[src/rtl/iirq_pkg.sv]
// Shared types and constants for the fourth-order direct form I IIR filter.
// Used by iirq_dsmac and iir_order4_direct_form1_q14; no dependencies.
package iirq_pkg;

    localparam int DIGIT_W    = 4;
    localparam int COEF_W     = 16;
    localparam int COEF_EXT_W = COEF_W + 1;
    localparam int CFG_DATA_W = 32;
    localparam int CFG_IDX_W  = 3;

    typedef enum logic [CFG_IDX_W-1:0] {
        REG_B0     = 3'd0,
        REG_B1     = 3'd1,
        REG_B2     = 3'd2,
        REG_B3     = 3'd3,
        REG_B4     = 3'd4,
        REG_A1_A2  = 3'd5,
        REG_A3_A4  = 3'd6
    } t_reg_idx;

endpackage

[src/rtl/iir_order4_direct_form1_q14.sv]
// Top level of the direct form I IIR filter with Q14 coefficients.
// Depends on iirq_pkg and iirq_dsmac.
//
// Each accepted sample yields one saturated output sample. The 2*ORDER+1 taps
// (b0..bP against current and past inputs, -a1..-aP against past outputs) run
// one after another through a single digit-serial multiplier that consumes 4
// operand bits per cycle. After a sample is accepted each tap is loaded and
// multiplied in turn; the sum is then shifted down by FRAC_BITS and saturated.
// The block works on one sample at a time; a finished result sits in an output
// register while the next sample is accepted. Coefficient writes are taken
// every cycle and must only be made while the filter is idle.
module iir_order4_direct_form1_q14 #(
    parameter int FILTER_ORDER_P = 4,
    parameter int FRAC_BITS      = 14,
    parameter int SAMPLE_WIDTH   = 16
) (
    input  logic                                   i_clk,
    input  logic                                   i_rst_n,
    input  logic                                   i_cfg_valid,
    output logic                                   o_cfg_ready,
    input  logic [iirq_pkg::CFG_IDX_W-1:0]         i_cfg_index,
    input  logic [iirq_pkg::CFG_DATA_W-1:0]        i_cfg_data,
    input  logic                                   i_in_valid,
    output logic                                   o_in_ready,
    input  logic signed [SAMPLE_WIDTH-1:0]         i_sample_in,
    output logic                                   o_out_valid,
    input  logic                                   i_out_ready,
    output logic signed [SAMPLE_WIDTH-1:0]         o_sample_out,
    output logic                                   o_saturated
);

    localparam int SW     = SAMPLE_WIDTH;
    localparam int NDIG   = (SW + iirq_pkg::DIGIT_W - 1) / iirq_pkg::DIGIT_W;
    localparam int OPD_W  = NDIG * iirq_pkg::DIGIT_W;
    localparam int PW     = iirq_pkg::COEF_EXT_W + OPD_W;
    localparam int NTAP   = 2 * FILTER_ORDER_P + 1;
    localparam int TW     = $clog2(NTAP);
    localparam int AW     = PW + TW;
    localparam int HW     = (FILTER_ORDER_P > 1) ? $clog2(FILTER_ORDER_P) : 1;
    localparam int KW     = (TW < 3) ? 3 : TW;
    localparam int CEW    = iirq_pkg::COEF_EXT_W;
    localparam int CFW    = iirq_pkg::COEF_W;

    localparam logic [TW-1:0]        TAP_LAST = TW'(NTAP - 1);
    localparam logic signed [AW-1:0] Y_MAX    = AW'((1 << (SW - 1)) - 1);
    localparam logic signed [AW-1:0] Y_MIN    = AW'(-(1 << (SW - 1)));

    typedef enum logic [1:0] {
        S_IDLE,
        S_LOAD,
        S_WAIT,
        S_SAT
    } t_state;

    t_state                   r_state;
    logic [TW-1:0]            r_tap;
    logic signed [AW-1:0]     r_acc;
    logic signed [SW-1:0]     r_x;
    logic signed [SW-1:0]     r_past_in  [FILTER_ORDER_P];
    logic signed [SW-1:0]     r_past_out [FILTER_ORDER_P];
    logic                     r_out_valid;
    logic signed [SW-1:0]     r_out;
    logic                     r_out_sat;

    logic [CFW-1:0]                  r_coef_b [5];
    logic [iirq_pkg::CFG_DATA_W-1:0] r_coef_a12;
    logic [iirq_pkg::CFG_DATA_W-1:0] r_coef_a34;

    logic [TW-1:0]            w_half;
    logic [TW-1:0]            w_half_m1;
    logic [KW-1:0]            w_kb;
    logic [KW-1:0]            w_ka;
    logic signed [SW-1:0]     w_sel;
    logic signed [OPD_W-1:0]  w_opd;
    logic [CFW-1:0]           w_cb;
    logic [CFW-1:0]           w_ca;
    logic signed [CEW-1:0]    w_coef;
    logic                     w_mac_load;
    logic                     w_mac_busy;
    logic signed [PW-1:0]     w_part;
    logic signed [AW-1:0]     w_sh;
    logic signed [SW-1:0]     w_y;
    logic                     w_sat;

    assign o_cfg_ready = 1'b1;

    always_ff @(posedge i_clk) begin
        if (!i_rst_n) begin
            for (int k = 0; k < 5; k++) begin
                r_coef_b[k] <= '0;
            end
            r_coef_a12 <= '0;
            r_coef_a34 <= '0;
        end else if (i_cfg_valid && o_cfg_ready) begin
            case (iirq_pkg::t_reg_idx'(i_cfg_index))
                iirq_pkg::REG_B0:    r_coef_b[0] <= i_cfg_data[CFW-1:0];
                iirq_pkg::REG_B1:    r_coef_b[1] <= i_cfg_data[CFW-1:0];
                iirq_pkg::REG_B2:    r_coef_b[2] <= i_cfg_data[CFW-1:0];
                iirq_pkg::REG_B3:    r_coef_b[3] <= i_cfg_data[CFW-1:0];
                iirq_pkg::REG_B4:    r_coef_b[4] <= i_cfg_data[CFW-1:0];
                iirq_pkg::REG_A1_A2: r_coef_a12  <= i_cfg_data;
                iirq_pkg::REG_A3_A4: r_coef_a34  <= i_cfg_data;
                default: begin
                end
            endcase
        end
    end

    always_comb begin
        w_half    = r_tap >> 1;
        w_half_m1 = w_half - TW'(1);
        w_ka      = KW'(w_half);
        if (r_tap == '0) begin
            w_kb = '0;
        end else begin
            w_kb = KW'(w_half) + KW'(1);
        end

        if (r_tap == '0) begin
            w_sel = r_x;
        end else if (r_tap[0]) begin
            w_sel = r_past_in[w_half[HW-1:0]];
        end else begin
            w_sel = r_past_out[w_half_m1[HW-1:0]];
        end
        w_opd = OPD_W'(w_sel);

        case (w_kb)
            KW'(0):  w_cb = r_coef_b[0];
            KW'(1):  w_cb = r_coef_b[1];
            KW'(2):  w_cb = r_coef_b[2];
            KW'(3):  w_cb = r_coef_b[3];
            KW'(4):  w_cb = r_coef_b[4];
            default: w_cb = '0;
        endcase
        case (w_ka)
            KW'(1):  w_ca = r_coef_a12[CFW-1:0];
            KW'(2):  w_ca = r_coef_a12[2*CFW-1:CFW];
            KW'(3):  w_ca = r_coef_a34[CFW-1:0];
            KW'(4):  w_ca = r_coef_a34[2*CFW-1:CFW];
            default: w_ca = '0;
        endcase

        if (r_tap == '0 || r_tap[0]) begin
            w_coef = {w_cb[CFW-1], w_cb};
        end else begin
            w_coef = -$signed({w_ca[CFW-1], w_ca});
        end
    end

    assign w_mac_load = (r_state == S_LOAD);

    iirq_dsmac #(
        .OPD_W (OPD_W)
    ) u_mac (
        .i_clk   (i_clk),
        .i_rst_n (i_rst_n),
        .i_load  (w_mac_load),
        .i_opd   (w_opd),
        .i_coef  (w_coef),
        .o_busy  (w_mac_busy),
        .o_part  (w_part)
    );

    always_comb begin
        w_sh = r_acc >>> FRAC_BITS;
        if (w_sh > Y_MAX) begin
            w_y   = SW'(Y_MAX);
            w_sat = 1'b1;
        end else if (w_sh < Y_MIN) begin
            w_y   = SW'(Y_MIN);
            w_sat = 1'b1;
        end else begin
            w_y   = w_sh[SW-1:0];
            w_sat = 1'b0;
        end
    end

    assign o_in_ready   = (r_state == S_IDLE);
    assign o_out_valid  = r_out_valid;
    assign o_sample_out = r_out;
    assign o_saturated  = r_out_sat;

    always_ff @(posedge i_clk) begin
        if (!i_rst_n) begin
            r_state     <= S_IDLE;
            r_tap       <= '0;
            r_out_valid <= 1'b0;
            for (int k = 0; k < FILTER_ORDER_P; k++) begin
                r_past_in[k]  <= '0;
                r_past_out[k] <= '0;
            end
        end else begin
            if (r_out_valid && i_out_ready && r_state != S_SAT) begin
                r_out_valid <= 1'b0;
            end
            case (r_state)
                S_IDLE: begin
                    if (i_in_valid) begin
                        r_x     <= i_sample_in;
                        r_tap   <= '0;
                        r_acc   <= '0;
                        r_state <= S_LOAD;
                    end
                end
                S_LOAD: begin
                    r_state <= S_WAIT;
                end
                S_WAIT: begin
                    if (!w_mac_busy) begin
                        r_acc <= r_acc + AW'(w_part);
                        if (r_tap == TAP_LAST) begin
                            r_state <= S_SAT;
                        end else begin
                            r_tap   <= r_tap + TW'(1);
                            r_state <= S_LOAD;
                        end
                    end
                end
                S_SAT: begin
                    if (!r_out_valid || i_out_ready) begin
                        r_out       <= w_y;
                        r_out_sat   <= w_sat;
                        r_out_valid <= 1'b1;
                        for (int k = FILTER_ORDER_P - 1; k > 0; k--) begin
                            r_past_in[k]  <= r_past_in[k-1];
                            r_past_out[k] <= r_past_out[k-1];
                        end
                        r_past_in[0]  <= r_x;
                        r_past_out[0] <= w_y;
                        r_state       <= S_IDLE;
                    end
                end
                default: begin
                    r_state <= S_IDLE;
                end
            endcase
        end
    end

`ifndef SYNTH
    a_idle_mac_quiet: assert property (@(posedge i_clk) disable iff (!i_rst_n)
        (r_state == S_IDLE) |-> !w_mac_busy)
        else $error("multiplier busy while filter idle");

    a_valid_from_sat: assert property (@(posedge i_clk) disable iff (!i_rst_n)
        $rose(r_out_valid) |-> $past(r_state == S_SAT))
        else $error("output valid raised outside saturation step");

    a_sat_at_limit: assert property (@(posedge i_clk) disable iff (!i_rst_n)
        (r_out_valid && r_out_sat) |->
            (r_out == SW'(Y_MAX) || r_out == SW'(Y_MIN)))
        else $error("saturated flag set on an unclipped sample");

    a_wait_follows_load: assert property (@(posedge i_clk) disable iff (!i_rst_n)
        (r_state == S_LOAD) |=> (r_state == S_WAIT && w_mac_busy))
        else $error("multiplier did not start after tap load");
`endif

endmodule

[src/rtl/iirq_dsmac.sv]
// Digit-serial multiplier: a shift register feeds the operand MSB digit first
// into a narrow multiply against a held coefficient. Depends on iirq_pkg.
module iirq_dsmac #(
    parameter int OPD_W = 16
) (
    input  logic                                             i_clk,
    input  logic                                             i_rst_n,
    input  logic                                             i_load,
    input  logic signed [OPD_W-1:0]                          i_opd,
    input  logic signed [iirq_pkg::COEF_EXT_W-1:0]           i_coef,
    output logic                                             o_busy,
    output logic signed [iirq_pkg::COEF_EXT_W+OPD_W-1:0]     o_part
);

    localparam int NDIG = OPD_W / iirq_pkg::DIGIT_W;
    localparam int CW   = $clog2(NDIG + 1);
    localparam int PW   = iirq_pkg::COEF_EXT_W + OPD_W;
    localparam int MW   = iirq_pkg::COEF_EXT_W + iirq_pkg::DIGIT_W + 1;

    logic        [OPD_W-1:0]                   r_opd;
    logic signed [iirq_pkg::COEF_EXT_W-1:0]    r_coef;
    logic signed [PW-1:0]                      r_part;
    logic        [CW-1:0]                      r_cnt;

    logic        [iirq_pkg::DIGIT_W-1:0]       w_dig;
    logic signed [iirq_pkg::DIGIT_W:0]         w_dig_s;
    logic signed [MW-1:0]                      w_prod;
    logic signed [PW-1:0]                      n_part;

    always_comb begin
        w_dig = r_opd[OPD_W-1 -: iirq_pkg::DIGIT_W];
        if (r_cnt == CW'(NDIG)) begin
            w_dig_s = {w_dig[iirq_pkg::DIGIT_W-1], w_dig};
        end else begin
            w_dig_s = {1'b0, w_dig};
        end
        w_prod = MW'(r_coef) * MW'(w_dig_s);
        n_part = (r_part <<< iirq_pkg::DIGIT_W) + PW'(w_prod);
    end

    always_ff @(posedge i_clk) begin
        if (!i_rst_n) begin
            r_cnt <= '0;
        end else if (i_load) begin
            r_cnt <= CW'(NDIG);
        end else if (r_cnt != '0) begin
            r_cnt <= r_cnt - CW'(1);
        end
    end

    always_ff @(posedge i_clk) begin
        if (i_load) begin
            r_opd  <= i_opd;
            r_coef <= i_coef;
            r_part <= '0;
        end else if (r_cnt != '0) begin
            r_opd  <= r_opd << iirq_pkg::DIGIT_W;
            r_part <= n_part;
        end
    end

    assign o_busy = (r_cnt != '0);
    assign o_part = r_part;

endmodule

[config.mk]
export PLATFORM = sky130hd
export DESIGN_NAME = iir_order4_direct_form1_q14
export DESIGN_NICKNAME = d
export VERILOG_FILES = /design/src/rtl/iirq_pkg.sv /design/src/rtl/iir_order4_direct_form1_q14.sv /design/src/rtl/iirq_dsmac.sv
export SDC_FILE = /design/constraint.sdc
export NUM_CORES = 1
export LEC_CHECK = 0
export BUFFER_PORTS_ARGS = -buffer_cell sky130_fd_sc_hd__buf_4
export CORE_MARGIN = 1
export CORE_UTILIZATION = 45
export DETAILED_ROUTE_END_ITERATION = 8
export PLACE_DENSITY_LB_ADDON = 0.08
export SETUP_SLACK_MARGIN = 0.5
export SYNTH_ARGS = -nofsm -noshare
export SYNTH_HDL_FRONTEND = slang
export SYNTH_SLANG_ARGS = --single-unit
[constraint.sdc]
create_clock -name i_clk -period 5.8 [get_ports i_clk]
set_input_delay 1.16 -clock i_clk [delete_from_list [all_inputs] [get_ports i_clk]]
set_output_delay 1.16 -clock i_clk [all_outputs]
set_load 0.005 [all_outputs]
Word-level counts from Yosys, hierarchy flattened --
Memories as Yosys holds them, arrays and structs flattened. A register that Yosys moved wholly into a read port is not among the register bits. Cells that the tools add are included.
Word-level totals: bits in writable memories 208, bits of input ports 56, flip-flop bits (word level) 210, memories kept 3
Memories:
- r_coef_b | depth 5, width 16, read ports 5, clocked after memory_dff 0, wr ports 5, line iir_order4_direct_form1_q14.sv:65 | logic [CFW-1:0] r_coef_b [5];
- r_past_in | depth 4, width 16, read ports 4, clocked after memory_dff 1, wr ports 4, line iir_order4_direct_form1_q14.sv:59 | logic signed [SW-1:0] r_past_in [FILTER_ORDER_P];
- r_past_out | depth 4, width 16, read ports 4, clocked after memory_dff 0, wr ports 4, line iir_order4_direct_form1_q14.sv:60 | logic signed [SW-1:0] r_past_out [FILTER_ORDER_P];
Operators by class: reductions and logical operators 20, $lt $le $gt $ge 2, $add $sub $neg 7, bitwise operators 14, $mul 1, equal/unequal tests 24, muxes and demuxes 69
Operator list (number):
- 2-to-1 mux 16 bit | 19
- one-hot mux 16 bit (5 select lines) | 1
- 2-to-1 mux 37 bit | 2
- one-hot mux 37 bit (2 select lines) | 1
- one-hot mux 16 bit (4 select lines) | 1
- adder 37 x 33 -> 37 bit | 1
- adder 33 x 22 -> 33 bit | 1
- 2-to-1 mux 1 bit | 29
- greater-than comparator 23 x 16 -> 1 bit (second input constant) | 1
- < comparator 23 x 16 -> 1 bit (second input constant) | 1
- multiplier 17 x 5 -> 22 bit | 1
- 2-to-1 mux 17 bit | 1
- negation 16 -> 17 bit | 1
- 2-to-1 mux 4 bit | 4
- equality test 3 bit (second input constant) | 5
- bitwise OR 1 bit | 13
- equality test 3 x 2 -> 1 bit (second input constant) | 4
- 2-to-1 mux 2 bit | 6
- != test 2 bit (second input constant) | 5
- AND reduction 3 bit | 3
- equality test 4 x 2 -> 1 bit (second input constant) | 2
- zero test 4 bit | 2
- one-hot mux 2 bit (4 select lines) | 1
- one-hot mux 4 bit (2 select lines) | 1
- other kinds (23) | 31

Depth between registers and ports, before layout --
word-level depth 7, depth in mapped cells 22, gate-level depth less buffers 22

Hierarchy --
Synthesis repeated with hierarchy kept, for this count alone.
Second synthesis, totals: cell total of the unflattened synthesis 2249, area total of the unflattened synthesis 24752.5 µm²
By module, submodules not included:
- iir_order4_direct_form1_q14 | sequential area each 9809.4 µm², instances 1, area each 17300.3 µm², cells each 1492
- iirq_dsmac | sequential area each 1711.6 µm², instances 1, area each 7452.1 µm², cells each 757

Worst setup path after synthesis --
OpenSTA, ideal clock, no wires.
kind register -> register, start point register u_mac.r_cnt[0], end point register u_mac.r_part[29] (netlist: u_mac.o_part[29]), arrival time 5.488 ns, buffers on the path 0, data required time 5.681 ns, cell stages (with the launch flop) 21, slack 0.193 ns, cell sequence dfxtp_1 > inv_1 > ha_1 > nand3_1 > or2_2 > fa_1 > fa_1 > inv_1 > fa_1 > inv_1 > fa_1 > inv_1 > ha_1 > a211oi_1 > o21ai_1 > a221oi_4 > a31oi_4 > a311o_4 > a2111oi_4 > o21a_1 > nor3_2
On the way: cells in the longest elaborated chain, start to end 4, elaborated cells on any way between the ends 5
RTL lines:
- start, declared | line iirq_dsmac.sv:23 | logic [CW-1:0] r_cnt;
- start signal, assigned | line iirq_dsmac.sv:45 | r_cnt <= CW'(NDIG);
- start signal, assigned | line iirq_dsmac.sv:47 | r_cnt <= r_cnt - CW'(1);
- equality test 3 bit | line iirq_dsmac.sv:32 | if (r_cnt == CW'(NDIG)) begin
- 2-to-1 mux 5 bit | line iirq_dsmac.sv:32
- multiplier 17 x 5 -> 22 bit | line iirq_dsmac.sv:37 | w_prod = MW'(r_coef) * MW'(w_dig_s);
- adder 33 x 22 -> 33 bit | line iirq_dsmac.sv:38 | n_part = (r_part <<< iirq_pkg::DIGIT_W) + PW'(w_prod);
- end signal, assigned | line iirq_dsmac.sv:58 | r_part <= n_part;
- end, declared | line iirq_dsmac.sv:22 | logic signed [PW-1:0] r_part;
Several ways; a longest one is shown, not always the timed one. A chain may end at the register's enable or synchronous reset.

Final worst setup path --
start point register u_mac.r_cnt[1], end point register u_mac.r_part[24] (netlist: u_mac.o_part[24])
The elaborated chain is that of the path after synthesis.

==> results.toml <==
[run_status]
outcome = "finished clean"

[die]
die_w_microns = 233.7
die_h_microns = 233.7
die-area_sq_um = 54620
rows = 84
ios = 76
start_util = 0.4579
core_area_sq_um = 52760

[flow_run]
drv_cap = 0

[clock_tree]
cts_sinks = 420
hold_buffers = 0
cts_buffers = 48
htree_levels = 2
clock_tree.root_cell = "clkbuf_16"
tritoncts = "yes"
path_clk_slew_ns = 0.06
ctsLongestPathBuffers = 3
clk_latency_ns = 0.59

[sta]
fin_skew_ns = 0.02472
slew-limit-headroom = 0.1442
fin_tns_setup_ns = 0
fin_crit_ns = 5.291
final_hold_viol_count = 0
final_max_slew_viol_count = 0
max_freq_ghz = 0.1890
setup-violations-final = 0
worst_pin_slew_ns = 1.284
rsz0062_at_grt = "yes"
finalCritPeriodShare = 0.9122

[final_layout]
final_common_cell = "edfxtp_1"
layout-drive-gt1-share = 0.1367
layout_common_cells = "edfxtp_1 (311), nand2_1 (277), buf_4 (136)"
fillers = 4745
fin_nets = 2547
area_delta_synth_final_pct = 13.57
seq_area_sq_um = 11520
multi_input_area_sq_um = 11980
antenna_cells = 0

[routing]
wl_per_cell_microns = 19.88
drc = 0
via_per_inst = 5.577
routed_wl_microns = 59650
drtPass1Iterations = 7
drt_iter0_drc = 1005
ant_nets = 0
num_vias = 16730

[critical_path]
start_kind = "flip-flop"
crit_slowest_cell = "fa_1"
endpoint_kind = "flip-flop"
crit_path_cell_trace = "inv_2, ha_4, nand3_4, or2_4, fa_1, fa_1, inv_2, fa_1, inv_2, fa_2, inv_2, ha_4, inv_2, fa_2, nor2b_4, o2111ai_4, a21oi_4, o211ai_1, o311ai_2, a31oi_1, xnor2_1, a22o_1"
slowest_delay_ns = 0.57
worst-path-buf-inv = 5
cp.arrival_ns = 5.76
critPathMaxFanout = 4
cpMostUsedCell = "inv_2"
cp_top_family = "adder cells"
critPathKind = "reg -> reg"
critPathRequiredTime_ns = 6.27

[synthesis]
syn-cell-area_sq_um = 24160
synth_flop_cell = "edfxtp_1"
yosysSeqAreaShare = 0.4769
async_flop_share = 0
yosys_warnings = 0
ys_types = 69
ys_ff_latch = 420
post_synth.cell_area_avg_sq_um = 10.94
synth.net_count = 2481
synth_edf_count = 311
netlist_instances = 2209

[placement]
hpwl_microns = 40840
place.gp.congestion = 0.8468
port_buffers = 74

[global_routing]
grtUsageTotal = 0.2234
antenna_found_initial = 1
grt_pass1_vias = 17040
grt_pass1_wl_microns = 95020
grt_max_degree = 115
overflow = 0

[worst_hold_path]
hold_path.class = "reg -> reg"
## flip-flops by register name (all words and copies together), names as in the netlist, 17 cells and up, named ones only
name,cells
r_past_out,64
u_mac.r_coef,17
r_coef_a34,32
r_acc,37
r_coef_b,80
r_past_in,64
r_coef_a12,32
u_mac.o_part,33
## cell type report
class,instances,area share
multi-input cells,1527,0.4368
clock buffers,64,0.04861
clock inverters,23,0.005700
well taps,688,0.03138
flip-flops and latches,420,0.4200
inverters,140,0.01915
repair buffers,138,0.03835
## what timing repair did
| item | in CTS | in global routing |
|---|---|---|
| endpoints found under the setup margin | 16 | 16 |
| pin swaps | 22 | 31 |
| setup buffers | 10 | 12 |
| cloned | 0 | 0 |
| resized for setup | 24 | 28 |
## per-stage QoR
step           hold slack [ns]  utilization  area (sq um)  cells  setup WS, ns
2_1_floorplan           0.4388            -         24210   2209        0.5030
3_3_place_gp            0.4467       0.4838         25520   2891        0.2094
3_5_place_dp            0.4574       0.4838         25520   2891        0.1422
4_1_cts                 0.4649       0.5154         27190   2988        0.4350
5_1_grt                 0.4853       0.5200         27440   3000        0.2906
6_report                0.4627       0.5200         27440   3000        0.5093
## cell usage after synthesis (7+ instances only)
cell type / count / area [sq um]
nand2b_1: 14 / 87.58
o22ai_1: 16 / 100.1
xor2_1: 28 / 245.2
and2_1: 105 / 656.9
a211oi_1: 18 / 135.1
nor2_1: 92 / 345.3
o21a_1: 27 / 202.7
o21ai_0: 71 / 355.3
nand3_1: 18 / 90.09
and3_1: 127 / 794.5
xnor2_1: 36 / 315.3
a31oi_1: 8 / 50.05
fa_1: 103 / 2062
mux4_2: 32 / 720.7
nand2_1: 277 / 1040
nand4_1: 7 / 43.79
a21oi_1: 138 / 690.7
buf_1: 7 / 26.28
inv_1: 138 / 518.0
nor3b_1: 7 / 52.55
clkbuf_1: 111 / 416.7
or2_2: 8 / 50.05
edfxtp_1: 311 / 9339
nor3_1: 22 / 110.1
o21bai_1: 11 / 82.58
a21o_1: 31 / 232.7
a21boi_0: 69 / 518.0
dfxtp_1: 109 / 2182
nor2b_1: 13 / 81.33
ha_1: 113 / 1414
a32oi_1: 14 / 122.6
a22oi_1: 47 / 352.8
## cell families (layout without fill, tap and decap cells)
group / Yosys count / count (layout) / share of synthesized area
buffers and inverters: 262 / 365 / 0.04102
multiplexers: 34 / 34 / 0.03066
AO/OA/AOI/OAI: 500 / 500 / 0.1385
flip-flops: 420 / 420 / 0.4769
AND/OR/NAND/NOR: 712 / 712 / 0.1456
adder cells (fa/ha/maj): 216 / 216 / 0.1439
other: 1 / 1 / 0.0001552
XOR/XNOR: 64 / 64 / 0.02320
## tightest hold or removal path, stage by stage (launching register included)
cell and delay, ns:
dfxtp_1 0.30, nand2_1 0.04, a21boi_0 0.06
## path summary, 6_finish.rpt
check	startpoint	to	slack, ns	cells after the start
max	u_mac.r_cnt[1]	u_mac.o_part[24]	0.51	22
min	r_coef_a34[13]	r_coef_a34[13]	0.46	2
max reg2reg	u_mac.r_cnt[1]	u_mac.o_part[24]	0.51	22
min reg2reg	r_coef_a34[13]	r_coef_a34[13]	0.46	2
## per-layer routing
metal  track usage  vias up  part of all wire
li1              -     8022                 -
met1        0.3021     8317              0.46
met2        0.3801      303              0.49
met3       0.02380       86             0.033
met4       0.06189        2             0.023
met5             0        -           0.00018
Power is not shown: default switching activity piles up to over one toggle a cycle in this logic, so the estimate is an artifact.
